File: config.mk
export PLATFORM = sky130hd
export DESIGN_NAME = hall_rotor_position_decoder_core
export DESIGN_NICKNAME = d
export VERILOG_FILES = /design/src/rtl/hrpd_pkg.sv /design/src/rtl/hall_rotor_position_decoder_core.sv
export SDC_FILE = /design/constraint.sdc
export NUM_CORES = 1
export LEC_CHECK = 0
export ABC_AREA = 1
export BUFFER_PORTS_ARGS = -buffer_cell sky130_fd_sc_hd__buf_2
export CELL_PAD_IN_SITES_DETAIL_PLACEMENT = 1
export CELL_PAD_IN_SITES_GLOBAL_PLACEMENT = 1
export CORE_ASPECT_RATIO = 1.25
export CORE_MARGIN = 2
export CORE_UTILIZATION = 47
export DETAILED_ROUTE_END_ITERATION = 8
export GPL_ROUTABILITY_DRIVEN = 1
export MAX_ROUTING_LAYER = met4
export PLACE_DENSITY_LB_ADDON = 0.1
export SLEW_MARGIN = 5
export SYNTH_ARGS = -nofsm -noshare
export SYNTH_HDL_FRONTEND = slang
export SYNTH_SLANG_ARGS = --single-unit
File: constraint.sdc
create_clock -name clk -period 3.9 [get_ports clk]
set_clock_uncertainty 0.05 [all_clocks]
set_input_delay 0.78 -clock clk [delete_from_list [all_inputs] [get_ports clk]]
set_output_delay 0.78 -clock clk [all_outputs]
set_load 0.01 [all_outputs]
File: src/rtl/hrpd_pkg.sv
`timescale 1ns / 1ps
// ----------------------------------------------------------------------------
// hrpd_pkg
// Types, codes and lookup tables for the Hall rotor position decoder.
// ----------------------------------------------------------------------------
package hrpd_pkg;

    // Width of the timer counts kept inside the decoder
    localparam int COUNT_WIDTH = 16;

    typedef logic [COUNT_WIDTH-1:0] count_t;
    typedef logic [3:0]             hall_state_t;
    typedef logic [15:0]            angle_t;

    // Item function codes
    typedef enum logic [1:0] {
        FUNC_EDGE     = 2'd0,
        FUNC_OVERFLOW = 2'd1,
        FUNC_QUERY    = 2'd2,
        FUNC_NONE     = 2'd3
    } func_t;

    // Rotation sign, two's complement
    localparam logic signed [1:0] DIR_NONE = 2'sb00;
    localparam logic signed [1:0] DIR_FWD  = 2'sb01;
    localparam logic signed [1:0] DIR_REV  = 2'sb11;

    // No state decoded yet
    localparam hall_state_t STATE_NONE = 4'd8;

    // Degrees to 16-bit angle units, truncated
    localparam angle_t ANGLE_60  = angle_t'((60  * 65536) / 360);
    localparam angle_t ANGLE_120 = angle_t'((120 * 65536) / 360);
    localparam angle_t ANGLE_180 = angle_t'((180 * 65536) / 360);
    localparam angle_t ANGLE_240 = angle_t'((240 * 65536) / 360);
    localparam angle_t ANGLE_300 = angle_t'((300 * 65536) / 360);

    // Pad bits come in reversed order relative to the state
    function automatic logic [2:0] bit_reverse(input logic [2:0] bits);
        return {bits[0], bits[1], bits[2]};
    endfunction

    function automatic logic state_valid(input hall_state_t s);
        return (s >= 4'd1) && (s <= 4'd6);
    endfunction

    // Successor in the forward sequence 6, 2, 3, 1, 5, 4
    function automatic hall_state_t next_forward(input hall_state_t s);
        hall_state_t n;
        unique case (s)
            4'd1:    n = 4'd5;
            4'd2:    n = 4'd3;
            4'd3:    n = 4'd1;
            4'd4:    n = 4'd6;
            4'd5:    n = 4'd4;
            4'd6:    n = 4'd2;
            default: n = s;
        endcase
        return n;
    endfunction

    function automatic angle_t angle_of(input hall_state_t s);
        angle_t a;
        unique case (s)
            4'd1:    a = ANGLE_180;
            4'd2:    a = ANGLE_60;
            4'd3:    a = ANGLE_120;
            4'd4:    a = ANGLE_300;
            4'd5:    a = ANGLE_240;
            default: a = '0;
        endcase
        return a;
    endfunction

endpackage

File: src/rtl/hall_rotor_position_decoder_core.sv
`timescale 1ns / 1ps
// ----------------------------------------------------------------------------
// hall_rotor_position_decoder_core
// Hall sensor state tracking, direction judgement, angle and period report.
// ----------------------------------------------------------------------------
// Usage:
//   Input channel (in_valid / in_stall) carries one item per transfer: a Hall
//   edge with its capture count, a timer overflow, or a query with the live
//   count. Every item produces exactly one result on the output channel
//   (out_valid / out_stall): angle, angle_ok, direction, period, speed_ok and
//   the current hall_state.
//   An item passes through the input register, then the decode and state
//   update write the result register. Throughput is one item per cycle while
//   the receiver does not stall; the single decode stage between the two
//   registers sets that figure.
//   When the receiver stalls, the result register holds and the input
//   register takes one more item; in_stall rises once both are full.
//   Reset clears both registers to empty and sets the decoder to no known
//   state, zero latched count, overflow marked and unknown direction.
// ----------------------------------------------------------------------------
module hall_rotor_position_decoder_core (
    input  logic               clk,
    input  logic               rst_n,
    input  logic               in_valid,
    output logic               in_stall,
    input  logic [1:0]         func,
    input  logic [2:0]         hall_bits,
    input  logic [15:0]        edge_count,
    input  logic [15:0]        live_count,
    output logic               out_valid,
    input  logic               out_stall,
    output logic [15:0]        angle,
    output logic               angle_ok,
    output logic signed [1:0]  direction,
    output logic [15:0]        period,
    output logic               speed_ok,
    output logic [3:0]         hall_state
);

    // Input register
    logic                 in_valid_reg;
    hrpd_pkg::func_t      func_reg;
    logic [2:0]           hall_bits_reg;
    logic [15:0]          edge_count_reg;
    logic [15:0]          live_count_reg;

    // Decoder state
    hrpd_pkg::hall_state_t cur_reg, cur_next;
    hrpd_pkg::hall_state_t prev_reg, prev_next;
    hrpd_pkg::count_t      latched_reg, latched_next;
    logic                  ovf_reg, ovf_next;
    logic signed [1:0]     sign_reg, sign_next;

    // Result register
    logic                  out_valid_reg;
    hrpd_pkg::angle_t      angle_reg, angle_next;
    logic                  angle_ok_reg, angle_ok_next;
    logic signed [1:0]     dir_reg;
    logic [15:0]           period_reg, period_next;
    logic                  speed_ok_reg, speed_ok_next;
    hrpd_pkg::hall_state_t hall_state_reg;

    logic                  advance;
    hrpd_pkg::hall_state_t decoded;
    hrpd_pkg::count_t      edge_c;
    hrpd_pkg::count_t      live_c;
    hrpd_pkg::count_t      period_c;

    assign advance  = in_valid_reg && (!out_valid_reg || !out_stall);
    assign in_stall = in_valid_reg && !advance;

    always_ff @(posedge clk or negedge rst_n)
    begin
        if (!rst_n)
        begin
            in_valid_reg <= 1'b0;
        end
        else if (!in_stall)
        begin
            in_valid_reg <= in_valid;
        end
    end

    always_ff @(posedge clk)
    begin
        if (!in_stall && in_valid)
        begin
            func_reg       <= hrpd_pkg::func_t'(func);
            hall_bits_reg  <= hall_bits;
            edge_count_reg <= edge_count;
            live_count_reg <= live_count;
        end
    end

    assign decoded = {1'b0, hrpd_pkg::bit_reverse(hall_bits_reg)};
    assign edge_c  = hrpd_pkg::COUNT_WIDTH'(edge_count_reg);
    assign live_c  = hrpd_pkg::COUNT_WIDTH'(live_count_reg);

    always_comb
    begin
        cur_next      = cur_reg;
        prev_next     = prev_reg;
        latched_next  = latched_reg;
        ovf_next      = ovf_reg;
        sign_next     = sign_reg;
        angle_next    = '0;
        angle_ok_next = 1'b0;
        period_c      = '0;
        speed_ok_next = 1'b0;

        case (func_reg)
            hrpd_pkg::FUNC_EDGE:
            begin
                if (decoded != cur_reg)
                begin
                    prev_next    = cur_reg;
                    cur_next     = decoded;
                    latched_next = edge_c;
                    ovf_next     = 1'b0;
                    if (hrpd_pkg::state_valid(decoded) && hrpd_pkg::state_valid(cur_reg))
                    begin
                        if (decoded == hrpd_pkg::next_forward(cur_reg))
                            sign_next = hrpd_pkg::DIR_FWD;
                        else if (cur_reg == hrpd_pkg::next_forward(decoded))
                            sign_next = hrpd_pkg::DIR_REV;
                        else
                            sign_next = hrpd_pkg::DIR_NONE;
                    end
                    else
                    begin
                        sign_next = hrpd_pkg::DIR_NONE;
                    end
                end
            end
            hrpd_pkg::FUNC_OVERFLOW:
            begin
                ovf_next = 1'b1;
            end
            hrpd_pkg::FUNC_QUERY:
            begin
                // Re-read the pads when no valid state is held
                if (!hrpd_pkg::state_valid(cur_reg))
                    cur_next = decoded;
                if (hrpd_pkg::state_valid(cur_next))
                begin
                    angle_next    = hrpd_pkg::angle_of(cur_next);
                    angle_ok_next = 1'b1;
                end
                if (ovf_reg)
                    period_c = '1;
                else
                    period_c = (live_c > latched_reg) ? live_c : latched_reg;
                speed_ok_next = (latched_reg != '0) && (sign_reg != hrpd_pkg::DIR_NONE);
            end
            default:
            begin
                cur_next = cur_reg;
            end
        endcase
    end

    assign period_next = 16'(period_c);

    always_ff @(posedge clk or negedge rst_n)
    begin
        if (!rst_n)
        begin
            cur_reg       <= hrpd_pkg::STATE_NONE;
            prev_reg      <= hrpd_pkg::STATE_NONE;
            latched_reg   <= '0;
            ovf_reg       <= 1'b1;
            sign_reg      <= hrpd_pkg::DIR_NONE;
            out_valid_reg <= 1'b0;
        end
        else
        begin
            if (advance)
            begin
                cur_reg     <= cur_next;
                prev_reg    <= prev_next;
                latched_reg <= latched_next;
                ovf_reg     <= ovf_next;
                sign_reg    <= sign_next;
            end
            if (advance)
                out_valid_reg <= 1'b1;
            else if (!out_stall)
                out_valid_reg <= 1'b0;
        end
    end

    always_ff @(posedge clk)
    begin
        if (advance)
        begin
            angle_reg      <= angle_next;
            angle_ok_reg   <= angle_ok_next;
            dir_reg        <= sign_next;
            period_reg     <= period_next;
            speed_ok_reg   <= speed_ok_next;
            hall_state_reg <= cur_next;
        end
    end

    assign out_valid  = out_valid_reg;
    assign angle      = angle_reg;
    assign angle_ok   = angle_ok_reg;
    assign direction  = dir_reg;
    assign period     = period_reg;
    assign speed_ok   = speed_ok_reg;
    assign hall_state = hall_state_reg;

`ifndef SYNTHESIS
    // A known direction needs two valid states behind it
    assert property (@(posedge clk) disable iff (!rst_n)
        (sign_reg != hrpd_pkg::DIR_NONE) |->
            (hrpd_pkg::state_valid(cur_reg) && hrpd_pkg::state_valid(prev_reg)))
        else $error("direction known without two valid hall states");

    // Input side stalls only when both registers are full and the receiver stalls
    assert property (@(posedge clk) disable iff (!rst_n)
        in_stall |-> (in_valid_reg && out_valid_reg && out_stall))
        else $error("input stalled with room in the pipeline");

    // An invalid angle reports as zero
    assert property (@(posedge clk) disable iff (!rst_n)
        (out_valid && !angle_ok) |-> (angle == 16'd0))
        else $error("nonzero angle flagged invalid");

    // Speed is only valid with a known direction
    assert property (@(posedge clk) disable iff (!rst_n)
        (out_valid && speed_ok) |-> (direction != hrpd_pkg::DIR_NONE))
        else $error("speed valid without direction");
`endif

endmodule
==> results.sh, run 1 <==
export IMPL_critPathCaptureType="register"
export IMPL_path_class="primary input to register"
export IMPL_drt_total_wl_mm=9.926
export IMPL_yosys_warnings=0
export IMPL_grt_pass1_wl_mm=16.45
export IMPL_overflow=0
export IMPL_synth_net_count=483
export IMPL_finalSetupTns_ps=0
export IMPL_total_power_uw=3511
export IMPL_drt_iter0_markers=161
export IMPL_hp_class="primary input to async pin"
export IMPL_grt_usage_pct=21.35
export IMPL_rows=39
export IMPL_ctsResizeCount=0
export IMPL_coreArea_um2=9223
export IMPL_cts_tree="built"
export IMPL_layout_commonest_cell="nand2_1"
export IMPL_clock_latency_ps=340
export IMPL_ys_flop_type="edfxtp_1"
export IMPL_leakage_uw=0.002428
export IMPL_yosysSeqAreaShare_pct=56.99
export IMPL_ant_nets=0
export IMPL_grt_pass1_vias=3388
export IMPL_viasPerCell=5.097
export IMPL_place_congestion=0.8976
export IMPL_clockBufferDepth=2
export IMPL_drc=0
export IMPL_dieArea_um2=10320
export IMPL_vias=3191
export IMPL_cts_sinks=89
export IMPL_fin_crit_sh_pct=60.18
export IMPL_worstPathArrival_ps=2520
export IMPL_post_drt_wl_per_cell_um=15.86
export IMPL_setup_viol=0
export IMPL_status="finished, final reports clean"
export IMPL_initial_core_util_pct=48.51
export IMPL_timing_fmax_ghz=0.4260
export IMPL_critPathMaxFanout=31
export IMPL_tightest_slew_ps=681.6
export IMPL_nNetsFinal=555
export IMPL_ys_ff_latch=89
export IMPL_synth_edff_count=64
export IMPL_cts_inserted_buffers=9
export IMPL_grt_max_degree=35
export IMPL_async_reset_ff_share_pct=28.09
export IMPL_fin_hold_ws_ps=395.0
export IMPL_maxCapViolations=0
export IMPL_critical_path_startpoint_type="primary input"
export IMPL_area_delta_synth_final_pct=15.88
export IMPL_yosysUniqueCellTypes=39
export IMPL_power_density_nw_per_um2=677.1
export IMPL_timing_final_max_slew_violations=0
export IMPL_cts_max_level=3
export IMPL_n_antenna_cell=0
export IMPL_slew_headroom_pct=54.51
export IMPL_layout_drive_gt1_share_pct=30.02
export IMPL_layout_common_cells="90 x nand2_1, 82 x buf_2, 64 x edfxtp_1, 52 x inv_1, 32 x nand3_1"
export IMPL_clock_root_buffer="clkbuf_16"
export IMPL_postSynthAreaPerCell_um2=10.50
export IMPL_drt_pass1_iterations=4
export IMPL_rsz0062_at_grt="no"
export IMPL_ff2ff_setup_slack_ps=1630
export IMPL_antenna_found_initial=0
export IMPL_syn_area_um2=4474
export IMPL_cts_setup_buffers=0
export IMPL_placedInstanceArea_um2=4848
export IMPL_syn_inst=426
export IMPL_hold_buffers=0
export IMPL_clk_pin_slew_ps=60
export IMPL_ir_drop_uv=418.2
export IMPL_crit_required_ps=4080
export IMPL_final_area_um2=5185
export IMPL_die_x_um=91.27
export IMPL_finalCriticalPeriod_ps=2347
export IMPL_io_buffers=82
export IMPL_hold_violations=0
export IMPL_dp_hpwl_mm=7.426
export IMPL_utilization_pct=56.22
export IMPL_io_pins=83
export IMPL_dieHeight_um=113.1
export IMPL_fillers=1046
worst max-delay path: stages:
cell     delay, ps
buf_2          100
nand2_1         90
inv_1           60
nor2_2          70
buf_4          350
inv_1          280
nor2_8         430
mux2_4         340
per-stage QoR:
stage	std cells	setup slack, ps
6_report	626	1553
5_1_grt	626	1376
4_1_cts	626	1548
3_5_place_dp	610	1189
3_3_place_gp	610	1258
2_1_floorplan	426	1106
synth_stat cells (2+ instances only):
master / instances / share of area [%]
a21oi_1: 7 / 0.78
buf_2: 2 / 0.22
buf_4: 15 / 2.5
buf_6: 5 / 1.3
dfrtp_1: 23 / 13
dfstp_2: 2 / 1.2
edfxtp_1: 64 / 43
ha_1: 16 / 4.5
inv_1: 52 / 4.4
inv_2: 6 / 0.50
nand2_1: 90 / 7.6
nand2_2: 13 / 1.8
nand2_4: 3 / 0.75
nand3_1: 32 / 3.6
nand3_2: 13 / 2.9
nor2_1: 18 / 1.5
nor2_2: 2 / 0.28
nor2_4: 2 / 0.50
nor4_1: 4 / 0.56
o21ai_0: 11 / 1.2
o21ai_1: 22 / 2.5
o21ai_2: 2 / 0.39
o22ai_1: 4 / 0.56
or2_1: 2 / 0.28
xor2_1: 2 / 0.39
cell type report:
class                   instances  area (um^2)  share of cell area, %
inverters                      58        217.7                  4.199
repair buffers                 85        432.9                  8.349
clock inverters                 5        103.9                  2.003
flip-flops and latches         89         2550                  49.18
clock buffers                  11        232.7                  4.488
multi-input cells             255         1494                  28.81
well taps                     123        153.9                  2.968
final timing paths:
| path | startpoint | endpoint | cells past startpoint |
|---|---|---|---|
| worst max-delay path | out_stall | latched_reg[0] | 8 |
| worst min-delay path | rst_n | in_valid_reg | 1 |
| worst min register to register | edge_c[15] | latched_reg[15] | 2 |
| worst max register to register | latched_reg[13] | period[13] | 11 |
| min in group clk | edge_c[15] | latched_reg[15] | 2 |
| max in group asynchronous | rst_n | latched_reg[14] | 1 |
report_power, final:
part,switching (uW),leakage (uW),internal [uW],total (uW)
Sequential,156,0.000930,1230,1390
Combinational,734,0.00133,421,1150
Clock,341,0.000164,626,967
cell families after synthesis:
kind of cell	count (synthesis)	share of synthesized area (%)
adder cells (fa/ha/maj)	16	4.474
multiplexers	1	0.3355
AO/OA/AOI/OAI	52	6.739
buffers and inverters	82	9.620
AND/OR/NAND/NOR	184	21.45
XOR/XNOR	2	0.3916
flip-flops	89	56.99
layer usage:
metal / track usage (%) / vias up / share of wire (%)
li1: - / 1561 / -
met1: 23.16 / 1543 / 38
met2: 38.37 / 69 / 56
met3: 4.194 / 18 / 4.0
met4: 8.485 / 0 / 2.1
met5: - / - / 0
No activity file was read; power rests on OpenSTA's default activity.
==> inputs of run 2 (changes only) <==
--- a/config.mk
+++ b/config.mk
@@ -11,7 +11,7 @@
 export CELL_PAD_IN_SITES_GLOBAL_PLACEMENT = 1
 export CORE_ASPECT_RATIO = 1.25
 export CORE_MARGIN = 2
-export CORE_UTILIZATION = 47
+export CORE_UTILIZATION = 43
 export DETAILED_ROUTE_END_ITERATION = 8
 export GPL_ROUTABILITY_DRIVEN = 1
 export MAX_ROUTING_LAYER = met4
==> constraint.sdc (replaced) <==
create_clock -name clk -period 2.3 [get_ports clk]
set_clock_uncertainty 0.05 [all_clocks]
set_input_delay 0.46 -clock clk [delete_from_list [all_inputs] [get_ports clk]]
set_output_delay 0.46 -clock clk [all_outputs]
set_load 0.01 [all_outputs]
==> run 2 against run 1 <==
Net effect:
- worst hold slack got worse by 280 ps
- via count rose by 0.28%
- largest cell class unchanged
- die area rose by 8.9%
- worst setup slack got worse by 1500 ps
- wire length fell by 2.3%
- first-iteration DRC count fell by 40%
- flip-flop and latch count did not move
- sequential power rose by 68%
- combinational power rose by 83%
- total power rose by 70%
- global-route usage fell by 2.5 points
- clock power rose by 56%
==> results.sh, run 2 (synthesis gave the netlist of run 1 again) <==
export IMPL_status="finished, final reports clean"
export IMPL_grt_pass1_vias=3333
export IMPL_maxCapViolations=0
export IMPL_io_buffers=82
export IMPL_timing_final_max_slew_violations=0
export IMPL_slew_headroom_pct=55.17
export IMPL_viasPerCell=4.992
export IMPL_path_cells="inv_1, ha_1, a21oi_1, o21ai_1, a21oi_2, nand2_4, buf_4, nand3_1, nand3_1, nand2_1, inv_1"
export IMPL_area_delta_synth_final_pct=18.01
export IMPL_vias=3200
export IMPL_io_pins=83
export IMPL_n_antenna_cell=0
export IMPL_grt_pass1_wl_mm=16.03
export IMPL_drt_pass1_iterations=4
export IMPL_clockBufferDepth=2
export IMPL_reg2reg_to="period[1]"
export IMPL_setup_viol=0
export IMPL_drt_iter0_markers=96
export IMPL_nNetsFinal=564
export IMPL_drc=0
export IMPL_coreArea_um2=10110
export IMPL_cts_max_level=3
export IMPL_timing_fmax_ghz=0.4542
export IMPL_worst_path_largest_cell_delay_ps=410
export IMPL_crit_family="compound AO/OA/AOI/OAI gates"
export IMPL_cts_sinks=89
export IMPL_critPathMaxFanout=9
export IMPL_reg2regPathDepth=11
export IMPL_dieHeight_um=118.0
export IMPL_cp_slowest_cell="dfrtp_1"
export IMPL_finalCriticalPeriod_ps=2201
export IMPL_clock_latency_ps=330
export IMPL_clk_pin_slew_ps=60
export IMPL_crit_required_ps=2340
export IMPL_tightest_slew_ps=672.5
export IMPL_clock_root_buffer="clkbuf_16"
export IMPL_dp_hpwl_mm=7.402
export IMPL_power_density_nw_per_um2=1127
export IMPL_critical_path_startpoint_type="register"
export IMPL_layout_common_cells="90 x nand2_1, 82 x buf_2, 64 x edfxtp_1, 52 x inv_1, 32 x nand3_1"
export IMPL_fillers=1123
export IMPL_critPathCaptureType="register"
export IMPL_regArea_um2=2550
export IMPL_dieArea_um2=11240
export IMPL_post_drt_wl_per_cell_um=15.12
export IMPL_layout_drive_gt1_share_pct=31.64
export IMPL_path_class="register to register"
export IMPL_hold_buffers=0
export IMPL_dp_slack_ps=110.9
export IMPL_fin_ws_ps=98.53
export IMPL_regToRegStartpoint="latched_reg[15]"
export IMPL_ir_drop_uv=567.4
export IMPL_leakage_uw=0.002474
export IMPL_fin_cells=641
export IMPL_cts_tree="built"
export IMPL_initial_core_util_pct=44.27
export IMPL_grt_max_degree=33
export IMPL_critPathBufInv=3
export IMPL_antenna_found_initial=0
export IMPL_hold_violations=0
export IMPL_grt_usage_pct=18.90
export IMPL_rows=41
export IMPL_multi_input_area_um2=1520
export IMPL_ant_nets=0
export IMPL_ff2ff_setup_slack_ps=100
export IMPL_drt_total_wl_mm=9.693
export IMPL_overflow=0
export IMPL_die_x_um=95.24
export IMPL_cts_inserted_buffers=9
export IMPL_fin_crit_sh_pct=95.72
export IMPL_dpl_cell_count=618
export IMPL_layout_commonest_cell="nand2_1"
export IMPL_place_congestion=0.8669
export IMPL_worstPathArrival_ps=2240
export IMPL_hp_class="primary input to async pin"
run 2: metrics by stage:
stage	total power (uW)	util (%)	area (um^2)	TNS (ps)	hold slack [ps]
after floorplan	3912	-	4479	0	114.4
after global placement	4254	48.37	4888	0	391.9
after detailed placement	4347	48.37	4888	0	397.9
after CTS	5898	51.52	5206	0	129.2
after global routing	6384	52.25	5280	-47.40	138.6
final	5953	52.25	5280	0	114.3
run 2: final cells by class:
cell class / instances / area share (%)
tap: 129 / 3.057
multi-input combinational: 255 / 28.79
inverter: 58 / 4.123
sequential: 89 / 48.29
timing repair buffer: 94 / 9.716
clock inverter: 3 / 0.9005
clock buffer: 13 / 5.118
run 2: worst max-delay path by stage:
stage / from / endpoint / slack [ps] / depth (start not counted)
5_1_grt: latched_reg[9] / period[1] / -20 / 13
6_report: latched_reg[15] / period[1] / 100 / 11
2_1_floorplan: out_stall / latched_reg[0] / 220 / 6
3_5_place_dp: latched_reg[11] / period[3] / 110 / 11
3_3_place_gp: latched_reg[11] / period[3] / 180 / 11
4_1_cts: latched_reg[15] / period[1] / 80 / 11
run 2: report_power, final:
group	internal (uW)	switching [uW]
Combinational	818	1290
Clock	937	576
Sequential	2090	248
run 2: what timing repair did:
item / 4_1_cts / 5_1_grt
setup buffers: 0 / 7
resized for setup: 0 / 2
hold endpoints to repair: 0 / 0
endpoints found under the setup margin: 0 / 14
run 2: per-layer routing:
| metal | global-route usage, % | share of wire, % | vias up |
|---|---|---|---|
| li1 | - | - | 1569 |
| met5 | - | 0 | - |
| met2 | 33.85 | 55 | 75 |
| met3 | 3.585 | 3.8 | 16 |
| met1 | 20.82 | 40 | 1540 |
| met4 | 5.707 | 1.8 | 0 |
run 2: worst register-to-register path: stages, from the launching register on:
cell and delay [ps]:
dfrtp_1 410, inv_1 90, ha_1 340, a21oi_1 160, o21ai_1 100, a21oi_2 180, nand2_4 130, buf_4 190
nand3_1 70, nand3_1 100, nand2_1 110, inv_1 50
==> inputs of run 3 (changes only) <==
--- a/config.mk
+++ b/config.mk
@@ -5,13 +5,12 @@
 export SDC_FILE = /design/constraint.sdc
 export NUM_CORES = 1
 export LEC_CHECK = 0
-export ABC_AREA = 1
 export BUFFER_PORTS_ARGS = -buffer_cell sky130_fd_sc_hd__buf_2
 export CELL_PAD_IN_SITES_DETAIL_PLACEMENT = 1
 export CELL_PAD_IN_SITES_GLOBAL_PLACEMENT = 1
 export CORE_ASPECT_RATIO = 1.25
 export CORE_MARGIN = 2
-export CORE_UTILIZATION = 43
+export CORE_UTILIZATION = 44
 export DETAILED_ROUTE_END_ITERATION = 8
 export GPL_ROUTABILITY_DRIVEN = 1
 export MAX_ROUTING_LAYER = met4
==> run 3 against run 2 <==
Net effect:
- the flow now finishes with violations (negative setup slack)
- sequential share of layout area is 4.3 points lower
- critical path depth shrank 3
- sequential power shrank 3%
- worst setup slack got worse by 130 ps
- critical endpoint is now period[10]
- largest power group unchanged
- die area is 0.45% higher
- via count up 14%
- final cell count rose by 1.2%
==> results.sh, run 3 <==
export IMPL_status="finished, violations left"
export IMPL_failed_checks="negative setup slack"
export IMPL_io_buffers=82
export IMPL_rows=41
export IMPL_n_antenna_cell=0
export IMPL_cts_sinks=89
export IMPL_layout_common_cells="82 x buf_2, 64 x edfxtp_1, 33 x a21oi_1, 33 x nand2_1, 32 x buf_4"
export IMPL_routed_wl_met2_mm=6.690
export IMPL_critPathMaxFanout=32
export IMPL_layout_drive_gt1_share_pct=31.92
export IMPL_grt_usage_pct=21.23
export IMPL_hold_violations=0
export IMPL_cts_tree="built"
export IMPL_final_area_um2=5797
export IMPL_worstPathArrival_ps=2490
export IMPL_postSynthAreaPerCell_um2=10.87
export IMPL_p_switching_uw=2028
export IMPL_fin_ws_ps=-31.24
export IMPL_syn_area_um2=4599
export IMPL_p_int_uw=3853
export IMPL_fillers=1089
export IMPL_timing_fmax_ghz=0.4290
export IMPL_antenna_found_initial=0
export IMPL_drc=0
export IMPL_tightest_slew_ps=706.5
export IMPL_yosysMostFrequentCell="edfxtp_1"
export IMPL_wl_met3_um=612
export IMPL_cts_inserted_buffers=9
export IMPL_drt_total_wl_mm=12.17
export IMPL_coreArea_um2=10160
export IMPL_drt_iter0_markers=233
export IMPL_cp_slowest_cell="edfxtp_1"
export IMPL_initial_core_util_pct=45.28
export IMPL_ys_top_cells_by_count="64 x edfxtp_1, 33 x a21oi_1, 33 x nand2_1, 30 x nor2_1, 28 x o21ai_0"
export IMPL_yosysUniqueCellTypes=50
export IMPL_leakage_uw=0.002419
export IMPL_nNetsFinal=572
export IMPL_io_pins=83
export IMPL_rsz0062_at_grt="yes"
export IMPL_crit_required_ps=2460
export IMPL_timing_final_max_slew_violations=0
export IMPL_clock_latency_ps=340
export IMPL_clock_root_buffer="clkbuf_16"
export IMPL_async_reset_ff_share_pct=28.09
export IMPL_layout_commonest_cell="buf_2"
export IMPL_multi_input_area_um2=1889
export IMPL_setup_viol=1
export IMPL_seqPwrFrac_pct=38.7
export IMPL_fin_crit_sh_pct=101.4
export IMPL_viasPerCell=5.616
export IMPL_ys_flop_type="edfxtp_1"
export IMPL_maxCapViolations=0
export IMPL_dieArea_um2=11290
export IMPL_swShare_pct=34.48
export IMPL_grt_max_degree=38
export IMPL_dieHeight_um=118.3
export IMPL_ys_ff_latch=89
export IMPL_wl_met1_mm=4.582
export IMPL_ant_nets=0
export IMPL_clk_pin_slew_ps=70
export IMPL_synth_edff_count=64
export IMPL_path_class="register to register"
export IMPL_post_drt_wl_per_cell_um=18.75
export IMPL_syn_inst=423
export IMPL_synth_largest_area_cell="edfxtp_1"
export IMPL_combPwrFrac_pct=35.8
export IMPL_grt_pass1_wl_mm=17.99
export IMPL_vias=3645
export IMPL_slew_headroom_pct=52.90
export IMPL_die_x_um=95.45
export IMPL_drt_pass1_iterations=4
export IMPL_path_cells="ha_4, nand4_1, buf_6, nor4_4, buf_12, or3_1, a31oi_4, and3b_1"
export IMPL_yosys_warnings=0
export IMPL_hold_buffers=0
export IMPL_fin_hold_ws_ps=89.57
export IMPL_regArea_um2=2550
export IMPL_yosysTopAreaCellShare_pct=41.78
export IMPL_power_density_nw_per_um2=1014
export IMPL_critical_path_startpoint_type="register"
export IMPL_worst_path_largest_cell_delay_ps=460
export IMPL_finalCriticalPeriod_ps=2331
export IMPL_synth_net_count=480
export IMPL_placedInstanceArea_um2=5146
export IMPL_grt_pass1_vias=3657
export IMPL_critPathCaptureType="register"
export IMPL_overflow=0
export IMPL_yosysSeqAreaShare_pct=55.44
export IMPL_area_delta_synth_final_pct=26.03
export IMPL_cts_max_level=3
export IMPL_dp_hpwl_mm=7.897
export IMPL_dr_max_layer_used="met4"
export IMPL_clockBufferDepth=2
export IMPL_place_congestion=0.8208
export IMPL_hp_class="primary input to async pin"
export IMPL_yosys_top_cells_area="edfxtp_1 42%, dfrtp_1 13%, ha_1 4.4%, a21oi_1 3.6%, and3b_1 3.0%"
export IMPL_ir_drop_uv=586.2
export IMPL_p_clk_share_pct=25.5
## run 3: changes by cell type after synthesis, moves of 16 or more
| cell | before | now |
|---|---|---|
| nand2_1 | 90 | 33 |
| or3_1 | 0 | 18 |
| nand4_1 | 0 | 20 |
| o21ai_0 | 11 | 28 |
| o21ai_1 | 22 | 2 |
| inv_1 | 52 | 21 |
| a21oi_1 | 7 | 33 |
| a31oi_1 | 0 | 16 |
| and3b_1 | 0 | 16 |
| nand3_1 | 32 | 6 |
## run 3: stage by stage
| stage | setup TNS (ps) | cells | setup WS [ps] | power, uW | util [%] |
|---|---|---|---|---|---|
| detailed placement | -1078 | 614 | -101.0 | 3975 | 50.67 |
| floorplan | 0 | 423 | 155.9 | 3399 | - |
| finish | -31.24 | 649 | -31.24 | 5880 | 57.07 |
| CTS | 0 | 634 | 2.988 | 5522 | 53.94 |
| global route | -1107 | 649 | -111.5 | 6221 | 57.07 |
| global placement | 0 | 614 | 7.959 | 3884 | 50.67 |
## run 3: repair_timing
item                                    CTS  global route
pin swaps                                 1            17
hold endpoints to repair                  0             0
endpoints found under the setup margin   16            16
gates resized for setup                   0            26
buffers inserted                          4            12
cloned                                    0             3
## run 3: kinds of logic (layout without fill, tap and decap cells)
family | Yosys count | count (layout) | share of synthesized area, %
AO/OA/AOI/OAI | 92 | 92 | 12.00
AND/OR/NAND/NOR | 151 | 151 | 18.77
XOR/XNOR | 6 | 6 | 1.143
adder cells (fa/ha/maj) | 17 | 17 | 4.570
buffers and inverters | 63 | 160 | 6.937
flip-flops | 89 | 89 | 55.44
multiplexers | 5 | 5 | 1.143
## run 3: final timing paths
path,startpoint,endpoint,slack [ps],depth (start not counted)
setup / recovery,live_c[10],period[10],-30,8
hold / removal,rst_n,latched_reg[1],90,1
setup reg to reg,live_c[10],period[10],-30,8
hold reg to reg,edge_c[3],latched_reg[3],400,2
max in group asynchronous,rst_n,latched_reg[11],1700,1
min in group clk,live_count[6],live_c[6],240,1
## run 3: worst max-delay path: cells and delay by family, from the launching register on
| kind | cells | cell delay [ps] |
|---|---|---|
| fa+ha+maj | 1 | 310 |
| simple gates | 4 | 920 |
| flops | 1 | 460 |
| compound gates | 1 | 40 |
| buf+inv | 2 | 420 |
## run 3: layer usage
metal  up-vias  GRT usage [%]
met5         -              -
met4         0          6.696
met3        19          3.505
met2       114          37.10
met1      1788          24.59
li1       1724              -
## run 3: power by group through the flow
stage	logic, uW	registers [uW]	clock network [uW]
6_report	2110	2280	1500
5_1_grt	2320	2310	1580
4_1_cts	1720	2280	1530
3_5_place_dp	1660	2320	0
3_3_place_gp	1580	2300	0
2_1_floorplan	1170	2230	0
## run 3: layout make-up
| class | count | area share (%) |
|---|---|---|
| multi-input combinational | 271 | 32.59 |
| tap | 129 | 2.784 |
| timing repair buffer | 123 | 14.05 |
| clock buffer | 9 | 3.885 |
| inverter | 21 | 1.360 |
| clock inverter | 7 | 1.338 |
| sequential | 89 | 43.99 |
